## src/sv/lmrs_pkg.sv

```systemverilog
// ============================================================================
// LED matrix row serializer package
// Shared widths, event and operation codes, and the command record that
// travels from the front end to the shift engine.
// ============================================================================
package lmrs_pkg;

  // Default configuration
  localparam int unsigned PIXELS_PER_ROW_DEF = 8;
  localparam int unsigned ROWS_DEF           = 8;
  localparam int unsigned QUEUE_DEPTH_DEF    = 2;

  // Fixed field widths
  localparam int unsigned COLOR_W    = 8;
  localparam int unsigned ROW_W      = 3;
  localparam int unsigned MASK_W     = 8;
  localparam int unsigned KIND_W     = 2;
  localparam int unsigned PIXEL_BITS = 3 * COLOR_W;
  localparam int unsigned BIT_CNT_W  = $clog2(PIXEL_BITS);

  // Request operation codes
  localparam logic OP_PIXEL = 1'b0;
  localparam logic OP_OFF   = 1'b1;

  // Result event codes
  localparam logic [KIND_W-1:0] EV_SHIFT = 2'd0;
  localparam logic [KIND_W-1:0] EV_LATCH = 2'd1;
  localparam logic [KIND_W-1:0] EV_MASK  = 2'd2;

  // Classified request, as queued between front end and shift engine
  typedef struct packed {
    logic                  is_off;
    logic                  ends_row;
    logic                  set_row;
    logic [ROW_W-1:0]      row;
    logic [PIXEL_BITS-1:0] bits;   // blue, green, red; MSB goes out first
  } cmd_t;

endpackage

```

## src/sv/lmrs_fifo.sv

```systemverilog
// ============================================================================
// LED matrix row serializer command queue
// Small flop-based FIFO that decouples request intake from the shift engine.
// ============================================================================
module lmrs_fifo #(
  parameter int unsigned WIDTH = 8,
  parameter int unsigned DEPTH = lmrs_pkg::QUEUE_DEPTH_DEF  // 2 and up
) (
  input  logic             clk_i,
  input  logic             rst_ni,
  input  logic             push_i,
  input  logic [WIDTH-1:0] data_i,
  output logic             full_o,
  input  logic             pop_i,
  output logic [WIDTH-1:0] data_o,
  output logic             empty_o
);

  localparam int unsigned PTR_W = $clog2(DEPTH);
  localparam int unsigned CNT_W = $clog2(DEPTH + 1);

  logic [WIDTH-1:0] mem_q [DEPTH];
  logic [PTR_W-1:0] wr_ptr_q, wr_ptr_d;
  logic [PTR_W-1:0] rd_ptr_q, rd_ptr_d;
  logic [CNT_W-1:0] count_q, count_d;
  logic             do_wr, do_rd;

  assign full_o  = (count_q == CNT_W'(DEPTH));
  assign empty_o = (count_q == '0);
  assign do_wr   = push_i && !full_o;
  assign do_rd   = pop_i && !empty_o;
  assign data_o  = mem_q[rd_ptr_q];

  always_comb begin
    wr_ptr_d = wr_ptr_q;
    rd_ptr_d = rd_ptr_q;
    count_d  = count_q;
    if (do_wr) begin
      wr_ptr_d = (wr_ptr_q == PTR_W'(DEPTH - 1)) ? '0 : PTR_W'(wr_ptr_q + 1'b1);
    end
    if (do_rd) begin
      rd_ptr_d = (rd_ptr_q == PTR_W'(DEPTH - 1)) ? '0 : PTR_W'(rd_ptr_q + 1'b1);
    end
    if (do_wr && !do_rd) begin
      count_d = CNT_W'(count_q + 1'b1);
    end else if (do_rd && !do_wr) begin
      count_d = CNT_W'(count_q - 1'b1);
    end
  end

  always_ff @(posedge clk_i or negedge rst_ni) begin
    if (!rst_ni) begin
      wr_ptr_q <= '0;
      rd_ptr_q <= '0;
      count_q  <= '0;
    end else begin
      wr_ptr_q <= wr_ptr_d;
      rd_ptr_q <= rd_ptr_d;
      count_q  <= count_d;
    end
  end

  always_ff @(posedge clk_i) begin
    if (do_wr) begin
      mem_q[wr_ptr_q] <= data_i;
    end
  end

  a_count_bound: assert property (@(posedge clk_i) disable iff (!rst_ni)
    count_q <= CNT_W'(DEPTH))
    else $error("queue fill count above depth");

endmodule

```

## src/sv/lmrs_front.sv

```systemverilog
// ============================================================================
// LED matrix row serializer front end
// Classifies each accepted request and tracks the pixel position in the row.
// ============================================================================
module lmrs_front #(
  parameter int unsigned PIXELS_PER_ROW = lmrs_pkg::PIXELS_PER_ROW_DEF,
  parameter int unsigned ROWS           = lmrs_pkg::ROWS_DEF
) (
  input  logic                         clk_i,
  input  logic                         rst_ni,
  input  logic                         accept_i,
  input  logic                         operation_i,
  input  logic [lmrs_pkg::COLOR_W-1:0] red_i,
  input  logic [lmrs_pkg::COLOR_W-1:0] green_i,
  input  logic [lmrs_pkg::COLOR_W-1:0] blue_i,
  input  logic [lmrs_pkg::ROW_W-1:0]   row_index_i,
  output lmrs_pkg::cmd_t               cmd_o
);

  localparam int unsigned PIX_W = (PIXELS_PER_ROW > 1) ? $clog2(PIXELS_PER_ROW) : 1;

  logic [PIX_W-1:0] pix_cnt_q, pix_cnt_d;
  logic             ends_row;

  assign ends_row = (pix_cnt_q == PIX_W'(PIXELS_PER_ROW - 1));

  always_comb begin
    cmd_o.is_off   = (operation_i == lmrs_pkg::OP_OFF);
    cmd_o.ends_row = ends_row;
    // rows past the configured count still latch, but set no enable
    cmd_o.set_row  = (32'(row_index_i) < ROWS);
    cmd_o.row      = row_index_i;
    cmd_o.bits     = {blue_i, green_i, red_i};
  end

  always_comb begin
    pix_cnt_d = pix_cnt_q;
    // off command leaves the row position alone
    if (accept_i && operation_i == lmrs_pkg::OP_PIXEL) begin
      pix_cnt_d = ends_row ? '0 : PIX_W'(pix_cnt_q + 1'b1);
    end
  end

  always_ff @(posedge clk_i or negedge rst_ni) begin
    if (!rst_ni) begin
      pix_cnt_q <= '0;
    end else begin
      pix_cnt_q <= pix_cnt_d;
    end
  end

  a_pix_bound: assert property (@(posedge clk_i) disable iff (!rst_ni)
    32'(pix_cnt_q) < PIXELS_PER_ROW)
    else $error("pixel position past end of row");

endmodule

```

## src/sv/lmrs_back.sv

```systemverilog
// ============================================================================
// LED matrix row serializer shift engine
// Turns queued requests into shift, latch and mask events, one per cycle
// while the output is drained, and keeps the row enable mask.
// ============================================================================
module lmrs_back (
  input  logic                        clk_i,
  input  logic                        rst_ni,
  input  lmrs_pkg::cmd_t              cmd_i,
  input  logic                        cmd_vld_i,
  output logic                        cmd_take_o,
  input  logic                        pop_i,
  output logic                        empty_o,
  output logic [lmrs_pkg::KIND_W-1:0] event_kind_o,
  output logic                        data_bit_o,
  output logic [lmrs_pkg::MASK_W-1:0] row_enables_o,
  output logic                        last_o
);

  localparam int unsigned PB    = lmrs_pkg::PIXEL_BITS;
  localparam int unsigned CW    = lmrs_pkg::BIT_CNT_W;
  localparam int unsigned MW    = lmrs_pkg::MASK_W;
  localparam int unsigned KW    = lmrs_pkg::KIND_W;
  localparam int unsigned RW    = lmrs_pkg::ROW_W;

  localparam logic [1:0] ST_IDLE  = 2'd0;
  localparam logic [1:0] ST_SHIFT = 2'd1;
  localparam logic [1:0] ST_LATCH = 2'd2;

  logic [1:0]    state_q, state_d;
  logic [PB-1:0] shift_q, shift_d;
  logic [CW-1:0] cnt_q, cnt_d;
  logic          ends_q, ends_d;
  logic          set_q, set_d;
  logic [RW-1:0] row_q, row_d;
  logic [MW-1:0] mask_q, mask_d;

  logic          out_vld_q;
  logic [KW-1:0] kind_q;
  logic          bit_q;
  logic [MW-1:0] ren_q;
  logic          last_q;

  logic          adv, emit;
  logic [KW-1:0] ev_kind;
  logic          ev_bit, ev_last;

  // output stage takes a new event when empty or being drained
  assign adv = !out_vld_q || pop_i;

  always_comb begin
    state_d    = state_q;
    shift_d    = shift_q;
    cnt_d      = cnt_q;
    ends_d     = ends_q;
    set_d      = set_q;
    row_d      = row_q;
    mask_d     = mask_q;
    cmd_take_o = 1'b0;
    emit       = 1'b0;
    ev_kind    = lmrs_pkg::EV_SHIFT;
    ev_bit     = 1'b0;
    ev_last    = 1'b0;
    case (state_q)
      ST_IDLE: begin
        // first event of a request leaves straight from the queue head
        if (adv && cmd_vld_i) begin
          cmd_take_o = 1'b1;
          emit       = 1'b1;
          if (cmd_i.is_off) begin
            mask_d  = '0;
            ev_kind = lmrs_pkg::EV_MASK;
            ev_last = 1'b1;
          end else begin
            ev_bit  = cmd_i.bits[PB-1];
            shift_d = cmd_i.bits << 1;
            cnt_d   = CW'(1);
            ends_d  = cmd_i.ends_row;
            set_d   = cmd_i.set_row;
            row_d   = cmd_i.row;
            state_d = ST_SHIFT;
          end
        end
      end
      ST_SHIFT: begin
        if (adv) begin
          emit    = 1'b1;
          ev_bit  = shift_q[PB-1];
          shift_d = shift_q << 1;
          cnt_d   = CW'(cnt_q + 1'b1);
          if (cnt_q == CW'(PB - 1)) begin
            ev_last = !ends_q;
            state_d = ends_q ? ST_LATCH : ST_IDLE;
          end
        end
      end
      ST_LATCH: begin
        if (adv) begin
          emit    = 1'b1;
          ev_kind = lmrs_pkg::EV_LATCH;
          ev_last = 1'b1;
          if (set_q) begin
            mask_d = mask_q | (MW'(1) << row_q);
          end
          state_d = ST_IDLE;
        end
      end
      default: begin
        state_d = ST_IDLE;
      end
    endcase
  end

  always_ff @(posedge clk_i or negedge rst_ni) begin
    if (!rst_ni) begin
      state_q   <= ST_IDLE;
      mask_q    <= '0;
      out_vld_q <= 1'b0;
    end else begin
      state_q <= state_d;
      mask_q  <= mask_d;
      if (adv) begin
        out_vld_q <= emit;
      end
    end
  end

  always_ff @(posedge clk_i) begin
    shift_q <= shift_d;
    cnt_q   <= cnt_d;
    ends_q  <= ends_d;
    set_q   <= set_d;
    row_q   <= row_d;
    if (adv && emit) begin
      kind_q <= ev_kind;
      bit_q  <= ev_bit;
      ren_q  <= mask_d;
      last_q <= ev_last;
    end
  end

  assign empty_o       = !out_vld_q;
  assign event_kind_o  = kind_q;
  assign data_bit_o    = bit_q;
  assign row_enables_o = ren_q;
  assign last_o        = last_q;

  a_cnt_range: assert property (@(posedge clk_i) disable iff (!rst_ni)
    state_q == ST_SHIFT |-> (cnt_q != '0 && cnt_q <= CW'(PB - 1)))
    else $error("bit counter out of range while shifting");

  a_latch_last: assert property (@(posedge clk_i) disable iff (!rst_ni)
    out_vld_q && kind_q != lmrs_pkg::EV_SHIFT |-> last_q && !bit_q)
    else $error("latch or mask event not closing its request");

  a_off_clears: assert property (@(posedge clk_i) disable iff (!rst_ni)
    out_vld_q && kind_q == lmrs_pkg::EV_MASK |-> ren_q == '0)
    else $error("off command left rows enabled");

  a_latch_after_shift: assert property (@(posedge clk_i) disable iff (!rst_ni)
    state_q == ST_LATCH |-> $past(state_q) == ST_SHIFT || $past(state_q) == ST_LATCH)
    else $error("latch phase entered without shifting a pixel");

endmodule

```

## src/sv/led_matrix_row_serializer.sv

```systemverilog
// ============================================================================
// LED matrix row serializer
// Serializes pixel requests into driver shift/latch events and keeps the
// row enable mask.
// ============================================================================
// Each request is a pixel or an all-rows-off command. A pixel produces 24
// shift events (blue, green, red, each MSB first), one per clock while pop
// keeps the output drained; the PIXELS_PER_ROW-th pixel of a row adds a
// latch event that first sets the pixel's row bit in the row mask (rows at or
// past ROWS latch without setting a bit). An off command clears the mask and
// produces a single mask event; the row position is kept. The single-bit
// shift engine emits one event per clock unless the output is stalled. The
// front end classifies a request and tracks the row position on the clock
// edge it is accepted; up to QUEUE_DEPTH classified requests wait in a queue
// ahead of the shift engine, so push keeps being taken while a pixel is still
// shifting, as long as the queue has room. Events leave through a one-entry
// output register: empty low shows an event, pop takes it, and with pop held
// high the engine runs without bubbles across request boundaries. Every
// event carries the row mask as it stands after the event; last marks the
// final event of each request. No clearing pass is needed after reset.
// ============================================================================
module led_matrix_row_serializer #(
  parameter int unsigned PIXELS_PER_ROW = lmrs_pkg::PIXELS_PER_ROW_DEF,  // 1..64
  parameter int unsigned ROWS           = lmrs_pkg::ROWS_DEF,            // 1..8
  parameter int unsigned QUEUE_DEPTH    = lmrs_pkg::QUEUE_DEPTH_DEF      // 2 and up
) (
  input  logic                          clk_i,
  input  logic                          rst_ni,
  // request side
  input  logic                          push,
  output logic                          full,
  input  logic                          operation_i,
  input  logic [lmrs_pkg::COLOR_W-1:0]  red_i,
  input  logic [lmrs_pkg::COLOR_W-1:0]  green_i,
  input  logic [lmrs_pkg::COLOR_W-1:0]  blue_i,
  input  logic [lmrs_pkg::ROW_W-1:0]    row_index_i,
  // event side
  output logic                          empty,
  input  logic                          pop,
  output logic [lmrs_pkg::KIND_W-1:0]   event_kind_o,
  output logic                          data_bit_o,
  output logic [lmrs_pkg::MASK_W-1:0]   row_enables_o,
  output logic                          last_o
);

  lmrs_pkg::cmd_t front_cmd;
  lmrs_pkg::cmd_t queue_cmd;
  logic           accept;
  logic           queue_empty;
  logic           engine_take;

  // a request is taken whenever the queue has room
  assign accept = push && !full;

  lmrs_front #(
    .PIXELS_PER_ROW (PIXELS_PER_ROW),
    .ROWS           (ROWS)
  ) u_front (
    .clk_i       (clk_i),
    .rst_ni      (rst_ni),
    .accept_i    (accept),
    .operation_i (operation_i),
    .red_i       (red_i),
    .green_i     (green_i),
    .blue_i      (blue_i),
    .row_index_i (row_index_i),
    .cmd_o       (front_cmd)
  );

  // classified requests wait here while the engine is shifting
  lmrs_fifo #(
    .WIDTH ($bits(lmrs_pkg::cmd_t)),
    .DEPTH (QUEUE_DEPTH)
  ) u_queue (
    .clk_i   (clk_i),
    .rst_ni  (rst_ni),
    .push_i  (push),
    .data_i  (front_cmd),
    .full_o  (full),
    .pop_i   (engine_take),
    .data_o  (queue_cmd),
    .empty_o (queue_empty)
  );

  lmrs_back u_back (
    .clk_i         (clk_i),
    .rst_ni        (rst_ni),
    .cmd_i         (queue_cmd),
    .cmd_vld_i     (!queue_empty),
    .cmd_take_o    (engine_take),
    .pop_i         (pop),
    .empty_o       (empty),
    .event_kind_o  (event_kind_o),
    .data_bit_o    (data_bit_o),
    .row_enables_o (row_enables_o),
    .last_o        (last_o)
  );

endmodule
```

## config.mk

```make
export PLATFORM = sky130hd
export DESIGN_NAME = led_matrix_row_serializer
export DESIGN_NICKNAME = d
export VERILOG_FILES = /design/src/sv/lmrs_pkg.sv /design/src/sv/lmrs_fifo.sv /design/src/sv/lmrs_front.sv /design/src/sv/lmrs_back.sv /design/src/sv/led_matrix_row_serializer.sv
export SDC_FILE = /design/constraint.sdc
export NUM_CORES = 1
export LEC_CHECK = 0
export ABC_AREA = 1
export BUFFER_PORTS_ARGS = -buffer_cell sky130_fd_sc_hd__buf_2
export CORE_MARGIN = 1.5
export CORE_UTILIZATION = 55
export CTS_BUF_LIST = sky130_fd_sc_hd__clkbuf_16
export CTS_CLUSTER_DIAMETER = 100
export DETAILED_ROUTE_END_ITERATION = 10
export PLACE_DENSITY = 0.75
export REMOVE_ABC_BUFFERS = 1
export SYNTH_ARGS = -nofsm -noshare
export SYNTH_HDL_FRONTEND = slang
export SYNTH_HIERARCHICAL = 1
export SYNTH_SLANG_ARGS = --single-unit
```

## constraint.sdc

```tcl
create_clock -name clk_i -period 3.28 [get_ports clk_i]
set_clock_uncertainty 0.15 [all_clocks]
set_input_delay 0.656 -clock clk_i [delete_from_list [all_inputs] [get_ports clk_i]]
set_output_delay 0.656 -clock clk_i [all_outputs]
set_load 0.05 [all_outputs]
```

==> reports/qor_table.md, run 1 <==
| Item | This run |
|:---|:---|
| Fraction of the yosys area taken by sequential cells | 69.3% |
| Layout cell share with drive strength beyond 1 | 20.8% |
| Synth warnings | 6 |
| Type of origin of the critical path | flop |
| Result of the run | complete, no violations |
| Detail-routed net length per standard cell | 13.5 microns |
| Row cnt | 35 |
| Critical path data arrival time | 2.35 ns |
| Crit path kind | flop to flop |
| TNS Setup | 0 ns |
| Crit. End Element | flop |
| Required time of the critical path | 3.25 ns |
| Final period demand of the worst path | 2.38 ns |
| Transition time of the tightest slew-check pin | 0.723 ns |
| CTS Hold Bufs | 0 |
| Core ar. | 9200 sq um |
| Total grt overflow | 0 |
| Maximum level of the CTS H-tree | 4 |
| Area after DPL | 5340 sq um |
| NumNets Final | 528 |
| Die Ht | 100 microns |
| Number of port buffers | 45 |
| Number of distinct library cell variants in the gate-level netlist after synthesis | 28 |
| Fraction of power spent switching nets | 37.2% |
| Clk Latency, worst-skew pair | 0.41 ns |
| Reg clk slew, reported paths | 0.06 ns |
| Maximum resistive drop on vdd | 0.000505 V |
| Beginning of the worst register-to-register path | u_back/state_q[0]$_DFFE_PN0P_ |
| Root Buffer Master | sky130_fd_sc_hd__clkbuf_16 |
| Synth-to-Final Area Change | 13.8% |
| Mean number of vias per cell | 5.05 |
| Gate Count Post-Synth | 458 |
| Count of filler cells inserted in the layout | 678 |
| DRT antenna net count | 0 |
| Min-delay worst type | input port to asynchronous set/reset pin |
| Max-slew headroom at the worst pin | 51.7% |
| First-pass iteration count of the detailed router | 4 |
| Net switching power | 2.39 mW |
| Sequential power share | 41.5% |
| Antenna fix cells | 0 |
| Number of max-cap violations | 0 |
| Count of routing violations after the opening detailed-route iteration | 211 |
| Largest fanout on the critical path | 18 |
| Power density relative to cell area | 1090 nW/um^2 |
| Final period utilization | 72.5% |
| Part of the power in the clock network | 27.5% |
| Mean area per synthesized cell | 11.3 sq um |
| CTS tree | yes |
| Die X-Extent | 100 microns |
| Share of power burned in combinational logic | 31.0% |
| Area of the mapped netlist | 5200 sq um |
| Die Area | 10000 sq um |
| CTS Buffer Depth | 2 |
| Total detailed-routing wirelength | 8.26 mm |
| Flip-flop and latch count after synthesis | 123 |
| Largest net degree at the start of global routing | 33 |
| Initial core utilization | 56.5% |
| Upper clock frequency limit | 421 MHz |
| Number of buffers added for setup after CTS | 0 |
| Num CTS Buffers | 17 |
| Cell area after layout | 5920 sq um |
| Top Ports | 46 |
| Unrepaired setup endpoints after global routing | false |
| Global routing usage summed across all routing layers | 18.1% |
| Power Internal | 4.03 mW |
| Routability congestion estimate | 0.779 |
| Final-report setup violation count | 0 |
| Post-CTS sizing | 0 |
| Standby leakage power | 2.59 nW |
| Detailed Place HPWL | 4.96 mm |
| Final routed DRC violation total | 0 |
| Number of antenna violations at the first check in global routing | 0 |
| Count of final hold-check violations | 0 |
| Detailed-route via count | 3091 |
| Critical path startpoint | u_back/state_q[0]$_DFFE_PN0P_ |
| Number of sinks on the clock net | 123 |
| Vias in the first global route | 2921 |
| Final max-slew violation count | 0 |
| Global-route wire length before repair | 13.5 mm |
[power by group through the flow]
stage / Combinational, mW / Clock (mW) / Sequential (mW)
global placement: 1.92 / 0 / 2.67
detailed placement: 1.98 / 0 / 2.69
CTS: 2.02 / 1.80 / 2.67
floorplan: 1.13 / 0 / 2.97
global route: 2.24 / 1.87 / 2.72
finish: 1.99 / 1.77 / 2.67
[worst max-delay path, stage by stage (launching register included)]
cell	delay, ns
sky130_fd_sc_hd__dfrtp_1	0.39
sky130_fd_sc_hd__inv_1	0.09
sky130_fd_sc_hd__ha_1	0.25
sky130_fd_sc_hd__nand2_1	0.17
sky130_fd_sc_hd__nand2_2	0.07
sky130_fd_sc_hd__nor2_2	0.20
sky130_fd_sc_hd__o21a_1	0.52
sky130_fd_sc_hd__buf_12	0.23
[stage by stage]
| step | hold WS, ns | util (%) | power, mW | instances | setup slack (ns) |
|---|---|---|---|---|---|
| floorplan | 0.210 | - | 4.10 | 417 | 0.365 |
| global placement | 0.311 | 58.1 | 4.59 | 580 | 0.967 |
| detailed placement | 0.322 | 58.1 | 4.67 | 580 | 0.909 |
| CTS | 0.0328 | 64.3 | 6.49 | 612 | 0.894 |
| global route | 0.0534 | 64.3 | 6.83 | 612 | 0.759 |
| finish | 0.0344 | 64.3 | 6.43 | 612 | 0.902 |
[placed cells by master (no fill, tap or decap), types with 6 or more instances in the layout]
master,instances
sky130_fd_sc_hd__buf_2,45
sky130_fd_sc_hd__buf_4,6
sky130_fd_sc_hd__clkbuf_16,17
sky130_fd_sc_hd__dfrtp_1,18
sky130_fd_sc_hd__edfxtp_1,105
sky130_fd_sc_hd__ha_1,8
sky130_fd_sc_hd__inv_1,23
sky130_fd_sc_hd__inv_6,6
sky130_fd_sc_hd__nand2_1,200
sky130_fd_sc_hd__nand3_1,8
sky130_fd_sc_hd__nor2_1,11
sky130_fd_sc_hd__nor2_2,6
sky130_fd_sc_hd__o21ai_1,8
[logic make-up (layout without fill, tap and decap cells)]
group	Yosys count	after routing	share of synthesized area, %
compound gates	17	17	1.83
xor+xnor	2	2	0.337
fa+ha+maj	8	8	1.93
buf+inv	67	110	7.37
flops	123	123	69.3
other cells	1	1	0.0722
simple gates	240	240	19.1
[area by class of cell]
class / instances / area, sq um / share of cell area [%]
clock inverters: 15 / 148 / 2.50
repair buffers: 52 / 290 / 4.91
inverters: 26 / 97.6 / 1.65
multi-input cells: 268 / 1210 / 20.5
clock buffers: 17 / 425 / 7.19
well taps: 111 / 139 / 2.35
flip-flops and latches: 123 / 3600 / 60.9
[registers in the layout (all words and copies together) (netlist names), 3 cells and up]
signal,flops
u_queue/mem_q,60
u_back/shift_q,23
u_back/mask_q,8
u_back/row_enables_o,8
u_back/cnt_q,5
u_back/row_q,3
u_front/pix_cnt_q,3
[path summary, 6_finish.rpt]
check                                                   endpoint  slack (ns)  depth (start not counted)
worst max-delay path             u_back/shift_q[1]$_SDFFCE_PP0P_        0.90                          7
worst min-delay path                u_queue/wr_ptr_q$_DFFE_PN0P_        0.03                          1
worst max register to register   u_back/shift_q[1]$_SDFFCE_PP0P_        0.90                          7
worst min register to register  u_front/pix_cnt_q[1]$_DFFE_PN0P_        0.33                          2
max in group asynchronous           u_back/out_vld_q$_DFFE_PN0N_        2.63                          1
min in group clk_i                u_queue/mem_q[0][10]$_DFFE_PP_        0.28                          1
[Yosys cell counts, drive strengths merged]
master	n	area share, %
buf	41	5.5
nor3	3	0.39
dfrtp	18	8.7
ha	8	1.9
nand3	8	0.77
o21ai	11	1.1
edfxtp	105	61
nand3b	2	0.29
nor2	20	2.1
o22ai	1	0.12
o21a	1	0.14
nand4	1	0.12
a21oi	3	0.36
inv	26	1.9
nand2	206	15
xnor2	1	0.17
o21bai	1	0.14
xor2	1	0.17
conb	1	0.072
[layer usage]
layer	vias up	track usage (%)	wire, microns
met4	0	7.58	87
met2	79	30.9	4310
met1	1472	21.0	3470
li1	1532	-	-
met5	-	0	0
met3	8	6.13	390
Note: power is estimated with default switching activity, not from simulation.
==> run 2, diff against run 1 <==
Settings changed: ABC_AREA 1 to 0, CORE_UTILIZATION 55 to 53.
Clock period 3.28 ns to 2.14 ns, I/O delays scaled along.
==> run 2 against run 1 <==
Against the previous run:
- setup slack worse by 0.78 ns
- non-clock buffer count increased by 1
- via count is 22% lower
- routed wire length fell by 6.3%
- cell count down 22%
- combinational power is 69% higher
- critical endpoint is now full
==> reports/qor_table.md, run 2 <==
| Item | This run |
|:---|:---|
| Result of the run | complete, no violations |
| Number of buffers added for setup after CTS | 0 |
| Total grt overflow | 0 |
| Final period utilization | 94.3% |
| Die Ht | 102 microns |
| Number of placed instances, taps included | 447 |
| Upper clock frequency limit | 495 MHz |
| Mean number of vias per cell | 5.05 |
| Flip-flop and latch count after synthesis | 123 |
| Cell types occupying the most area after synthesis | sky130_fd_sc_hd__edfxtp_1, sky130_fd_sc_hd__mux2_4, sky130_fd_sc_hd__dfrtp_1 |
| Number of synthesized flops with an enable pin | 105 |
| Share of synthesized flip-flops with an asynchronous set or reset | 14.6% |
| Vias in the first global route | 2533 |
| Layout cell share with drive strength beyond 1 | 41.8% |
| Min-delay worst type | input port to flop |
| Count of final hold-check violations | 0 |
| Fraction of power spent switching nets | 31.6% |
| DRT antenna net count | 0 |
| Core ar. | 9680 sq um |
| Maximum resistive drop on vdd | 0.000869 V |
| Share of the synthesized area in the top cell type | 60.2% |
| Critical path data arrival time | 1.44 ns |
| Root Buffer Master | sky130_fd_sc_hd__clkbuf_16 |
| Global routing usage summed across all routing layers | 16.8% |
| Largest net degree at the start of global routing | 31 |
| Dominant register cell in the synthesized netlist | sky130_fd_sc_hd__edfxtp_1 |
| Max FFs per register | 60 |
| Worst R2R Setup Slack | 0.19 ns |
| Initial core utilization | 54.0% |
| Number of distinct library cell variants in the gate-level netlist after synthesis | 40 |
| Detailed Place HPWL | 4.71 mm |
| Sequential power share | 40.9% |
| Most used standard cells in the synthesized netlist | sky130_fd_sc_hd__edfxtp_1, sky130_fd_sc_hd__mux2_4, sky130_fd_sc_hd__buf_4 |
| Register name with the most flops | u_queue/mem_q |
| Synth-to-Final Area Change | 14.8% |
| CTS tree | yes |
| Routability congestion estimate | 0.771 |
| Biggest registers after layout | u_queue/mem_q x60, u_back/shift_q x23 |
| Die X-Extent | 102 microns |
| Dominant cell type by area after synthesis | sky130_fd_sc_hd__edfxtp_1 |
| Antenna fix cells | 0 |
| Num CTS Buffers | 17 |
| Crit path to | full |
| Final non-filler cell total | 480 |
| Final-report setup violation count | 0 |
| GRT met1 Usage | 19.6% |
| Area of the mapped netlist | 5230 sq um |
| First-pass iteration count of the detailed router | 4 |
| Cell area after layout | 6010 sq um |
| Most congested layer reported by global routing | met2 |
| CTS Buffer Depth | 2 |
| Number of antenna violations at the first check in global routing | 0 |
| Unrepaired setup endpoints after global routing | false |
| Synth warnings | 6 |
| Final routed DRC violation total | 0 |
| Gate Count Post-Synth | 300 |
| Count of routing violations after the opening detailed-route iteration | 76 |
| Number of cell instances on the worst register-to-register path | 8 |
| Reg clk slew, reported paths | 0.06 ns |
| Type of origin of the critical path | flop |
| Number of max-cap violations | 0 |
| Detailed-route via count | 2423 |
| Mean area per synthesized cell | 17.4 sq um |
| Number of port buffers | 45 |
| Number of sinks on the clock net | 123 |
| Most frequent cells in the layout | sky130_fd_sc_hd__edfxtp_1, sky130_fd_sc_hd__buf_2, sky130_fd_sc_hd__mux2_4, sky130_fd_sc_hd__mux2_2 |
| Fraction of the yosys area taken by sequential cells | 68.9% |
| Power Internal | 6.84 mW |
| Net switching power | 3.16 mW |
| Worst hold slack after final layout | 0.0579 ns |
| Beginning of the worst register-to-register path | u_back/state_q[1]$_DFFE_PN0P_ |
| Total detailed-routing wirelength | 7.74 mm |
| Final period demand of the worst path | 2.02 ns |
| Final max-slew violation count | 0 |
| Largest fanout on the critical path | 5 |
| Detail-routed net length per standard cell | 16.1 microns |
| Die Area | 10500 sq um |
| Crit path kind | flop to output port |
| Most common cell in the netlist | sky130_fd_sc_hd__edfxtp_1 |
| Part of the power in the clock network | 25.5% |
| Clk Latency, worst-skew pair | 0.41 ns |
| Met3 usage in global routing | 5.27% |
| Maximum level of the CTS H-tree | 4 |
| Global-route wire length before repair | 12.6 mm |
| Power density relative to cell area | 1660 nW/um^2 |
| Leading cell type in the layout, fill and taps excluded | sky130_fd_sc_hd__edfxtp_1 |
| Total power of the final layout | 10.0 mW |
| Required time of the critical path | 1.56 ns |
| Endpoint of the worst-slack reg-to-reg timing path | u_queue/count_q[1]$_DFFE_PN0P_ |
| NumNets Final | 374 |
| Standby leakage power | 2.33 nW |
| Fraction of met2 tracks used by global routing | 28.0% |
| Share of power burned in combinational logic | 33.6% |
| Critical path startpoint | u_queue/count_q[0]$_DFFE_PN0P_ |
| Row cnt | 36 |
| Top Ports | 46 |
| Area after DPL | 5460 sq um |
| Crit. End Element | output port |
[run 2: logic make-up after synthesis]
kind of cell    after synthesis  share of synthesized area (%)
flops                       123                           68.8
compound gates               17                           2.53
xor+xnor                      8                           1.34
fa+ha+maj                     8                           1.91
mux                          55                           14.1
other cells                   1                         0.0717
buf+inv                      44                           5.93
simple gates                 44                           5.24
[run 2: area by class of cell]
| class | count | area (sq um) |
|---|---|---|
| fillers | 690 | 3680 |
| flip-flops and latches | 123 | 3600 |
| multi-input cells | 133 | 1330 |
| clock buffers | 17 | 425 |
| repair buffers | 53 | 350 |
| well taps | 133 | 166 |
| clock inverters | 15 | 111 |
| inverters | 6 | 22.5 |
[run 2: worst min-delay path by stage]
stage          startpoint                        endpoint  slack, ns  depth (start not counted)
2_1_floorplan      rst_ni      u_back/mask_q[0]$_DFF_PN0_      -0.02                          0
4_1_cts          red_i[0]   u_queue/mem_q[0][0]$_DFFE_PP_       0.04                          1
3_5_place_dp       rst_ni    u_back/out_vld_q$_DFFE_PN0N_       0.25                          1
3_3_place_gp       rst_ni  u_queue/count_q[1]$_DFFE_PN0P_       0.24                          1
5_1_grt        green_i[6]  u_queue/mem_q[1][14]$_DFFE_PP_       0.04                          1
6_report        blue_i[6]  u_queue/mem_q[1][22]$_DFFE_PP_       0.06                          1
[run 2: routing by layer]
metal	routed length, microns	share of wire [%]
met1	3350	43
met2	4000	52
met3	234	3.0
met4	146	1.9
met5	0	0
[run 2: per-stage QoR]
step                util (%)  TNS [ns]  setup slack [ns]
floorplan                  -    -65.82             -1.59
global placement        56.4         0             0.233
detailed placement      56.4         0             0.144
CTS                     62.0         0            0.0923
global route            62.0         0            0.0316
finish                  62.0         0             0.121
[run 2: what timing repair did]
| item | in CTS | in global routing |
|---|---|---|
| hold buffers | 1 | 0 |
| endpoints found under the hold margin | 18 | 0 |
| setup endpoints to repair | 0 | 1 |
| resized for setup | 0 | 1 |
[run 2: power by group through the flow]
stage          clock (mW)  combinational, mW  sequential [mW]
6_report             2.55               3.36             4.09
5_1_grt              2.71               3.66             4.18
4_1_cts              2.60               3.41             4.11
3_5_place_dp            0               3.38             4.13
3_3_place_gp            0               3.30             4.09
2_1_floorplan           0               1.99             4.59
[run 2: critical path, cell delays in order, from the launching register on]
cell and delay [ns]:
sky130_fd_sc_hd__dfrtp_1 0.43, sky130_fd_sc_hd__nand2b_1 0.21, sky130_fd_sc_hd__inv_1 0.13, sky130_fd_sc_hd__buf_2 0.28
==> run 3, diff against run 2 <==
Settings changed: CORE_UTILIZATION 53 to 35, PLACE_DENSITY 0.75 to not set.
==> run 3 against run 2 <==
Against the previous run:
- global-route usage down 5.9 points
- first-iteration DRC count up 62%
- largest power group unchanged
- die area up 50%
- highest routed layer unchanged
- maximum frequency up 0.27%
- utilization down 20 points
- total power up 3.8%
- via count down 0.83%
==> reports/qor_table.md, run 3 (synthesized netlist as in run 2, its figures left out) <==
| Item | This run |
|:---|:---|
| Result of the run | complete, no violations |
| TNS Setup | 0 ns |
| Final period demand of the worst path | 2.01 ns |
| Die X-Extent | 125 microns |
| Min-delay worst type | input port to flop |
| Type of origin of the critical path | flop |
| Row cnt | 44 |
| Die Area | 15700 sq um |
| Reg clk slew, reported paths | 0.06 ns |
| Mean number of vias per cell | 4.51 |
| Detailed Place HPWL | 4.77 mm |
| Number of sinks on the clock net | 123 |
| End point of the most critical hold path | u_queue/mem_q[0][19]$_DFFE_PP_ |
| Count of filler cells inserted in the layout | 1290 |
| Largest fanout on the critical path | 5 |
| Maximum resistive drop on vdd | 0.000747 V |
| Worst hold path depth | 1 |
| Global routing usage summed across all routing layers | 10.8% |
| First-pass iteration count of the detailed router | 4 |
| Core ar. | 14600 sq um |
| Max FFs per register | 60 |
| Worst R2R Setup Slack | 0.17 ns |
| Root Buffer Master | sky130_fd_sc_hd__clkbuf_16 |
| Number of cell instances on the worst register-to-register path | 6 |
| Critical path data arrival time | 1.44 ns |
| Total power of the final layout | 10.4 mW |
| Total detailed-routing wirelength | 7.81 mm |
| Startpoint of the lowest-slack hold path | blue_i[3] |
| Count of routing violations after the opening detailed-route iteration | 123 |
| Largest net degree at the start of global routing | 35 |
| Crit. End Element | output port |
| Most frequent cells in the layout | sky130_fd_sc_hd__edfxtp_1, sky130_fd_sc_hd__buf_2, sky130_fd_sc_hd__mux2_4, sky130_fd_sc_hd__mux2_2 |
| Total grt overflow | 0 |
| Final period utilization | 94.1% |
| Layout cell share with drive strength beyond 1 | 42.7% |
| Cell area after layout | 6170 sq um |
| Util after Layout | 42.3% |
| Register name with the most flops | u_queue/mem_q |
| Unrepaired setup endpoints after global routing | false |
| Vias in the first global route | 2568 |
| Sequential cell area | 3600 sq um |
| Number of max-cap violations | 0 |
| Biggest registers after layout | u_queue/mem_q x60, u_back/shift_q x23 |
| Number of placed instances, taps included | 499 |
| Standby leakage power | 2.38 nW |
| Maximum level of the CTS H-tree | 4 |
| Critical path startpoint | u_queue/count_q[0]$_DFFE_PN0P_ |
| Required time of the critical path | 1.56 ns |
| DRT antenna net count | 0 |
| Area taken by multi-input logic gates | 1330 sq um |
| Final max-slew violation count | 0 |
| Top Ports | 46 |
| Antenna fix cells | 0 |
| CTS tree | yes |
| Upper clock frequency limit | 497 MHz |
| Die Ht | 125 microns |
| NumNets Final | 376 |
| Initial core utilization | 35.9% |
| Final non-filler cell total | 533 |
| Endpoint of the worst-slack reg-to-reg timing path | u_back/event_kind_o[0]$_DFFE_PP_ |
| Synth-to-Final Area Change | 17.9% |
| Final-report setup violation count | 0 |
| Crit path kind | flop to output port |
| Leading cell type in the layout, fill and taps excluded | sky130_fd_sc_hd__edfxtp_1 |
| Global-route wire length before repair | 12.9 mm |
| Number of port buffers | 45 |
| Num CTS Buffers | 17 |
| Clk Latency, worst-skew pair | 0.41 ns |
| Detail-routed net length per standard cell | 14.6 microns |
| Area after DPL | 5530 sq um |
| Count of final hold-check violations | 0 |
| Detailed-route via count | 2403 |
| Power density relative to cell area | 1680 nW/um^2 |
| Final routed DRC violation total | 0 |
| Routability congestion estimate | 0.757 |
| CTS Buffer Depth | 2 |
| Beginning of the worst register-to-register path | u_back/state_q[1]$_DFFE_PN0P_ |
| Number of antenna violations at the first check in global routing | 0 |
[run 3: cell types whose count changed in the layout (fill, tap and decap cells not counted), moves of 2 or more]
| cell | delta |
|---|---|
| sky130_fd_sc_hd__bufinv_16 | +3 |
| sky130_fd_sc_hd__clkinv_1 | +2 |
| sky130_fd_sc_hd__clkinvlp_4 | -4 |
| sky130_fd_sc_hd__inv_1 | -2 |
[run 3: per-stage QoR]
step | hold WS (ns) | setup WS [ns]
after floorplan | -0.0176 | -1.59
after global placement | 0.242 | 0.225
after detailed placement | 0.245 | 0.119
after CTS | 0.0333 | 0.0584
after global routing | 0.0323 | 0.0271
final | 0.0560 | 0.126
[run 3: worst max path at each step]
| stage | end | slack (ns) |
|---|---|---|
| after floorplan | u_back/cnt_q[0]$_SDFFCE_PN1P_ | -1.59 |
| after global placement | u_queue/count_q[1]$_DFFE_PN0P_ | 0.23 |
| after detailed placement | u_queue/count_q[1]$_DFFE_PN0P_ | 0.12 |
| after CTS | full | 0.06 |
| after global routing | full | 0.03 |
| final | full | 0.13 |
[run 3: worst max-delay path: stages (launching register included)]
cell	delay (ns)
sky130_fd_sc_hd__dfrtp_1	0.43
sky130_fd_sc_hd__nand2b_1	0.22
sky130_fd_sc_hd__inv_1	0.13
sky130_fd_sc_hd__clkbuf_4	0.25
[run 3: power breakdown]
group | leakage [nW] | internal, mW | total (mW) | switching (mW)
combinational | 0.865 | 1.55 | 3.40 | 1.85
clock | 0.296 | 1.92 | 2.90 | 0.981
sequential | 1.22 | 3.78 | 4.08 | 0.304
total | 2.38 | 7.25 | 10.4 | 3.13
[run 3: per-layer routing]
metal	global-route usage, %	vias up	routed length [microns]
met5	0	-	0
met4	4.81	0	147
met3	4.41	13	400
met2	17.2	58	3660
met1	13.0	1167	3600
li1	-	1165	-
[run 3: timing repair]
item / in CTS / in global routing
endpoints found under the hold margin: 18 / 0
gates resized for setup: 0 / 4
hold buffers: 1 / 0
setup endpoints to repair: 0 / 13
buffers inserted: 0 / 0
[run 3: layout make-up]
| class | count | area share [%] |
|---|---|---|
| Multi-Input combinational cell | 133 | 21.6 |
| Sequential cell | 123 | 58.4 |
| Timing Repair Buffer | 55 | 6.02 |
| Clock inverter | 15 | 2.92 |
| Inverter | 6 | 0.365 |
| Tap cell | 184 | 3.73 |
| Clock buffer | 17 | 6.90 |
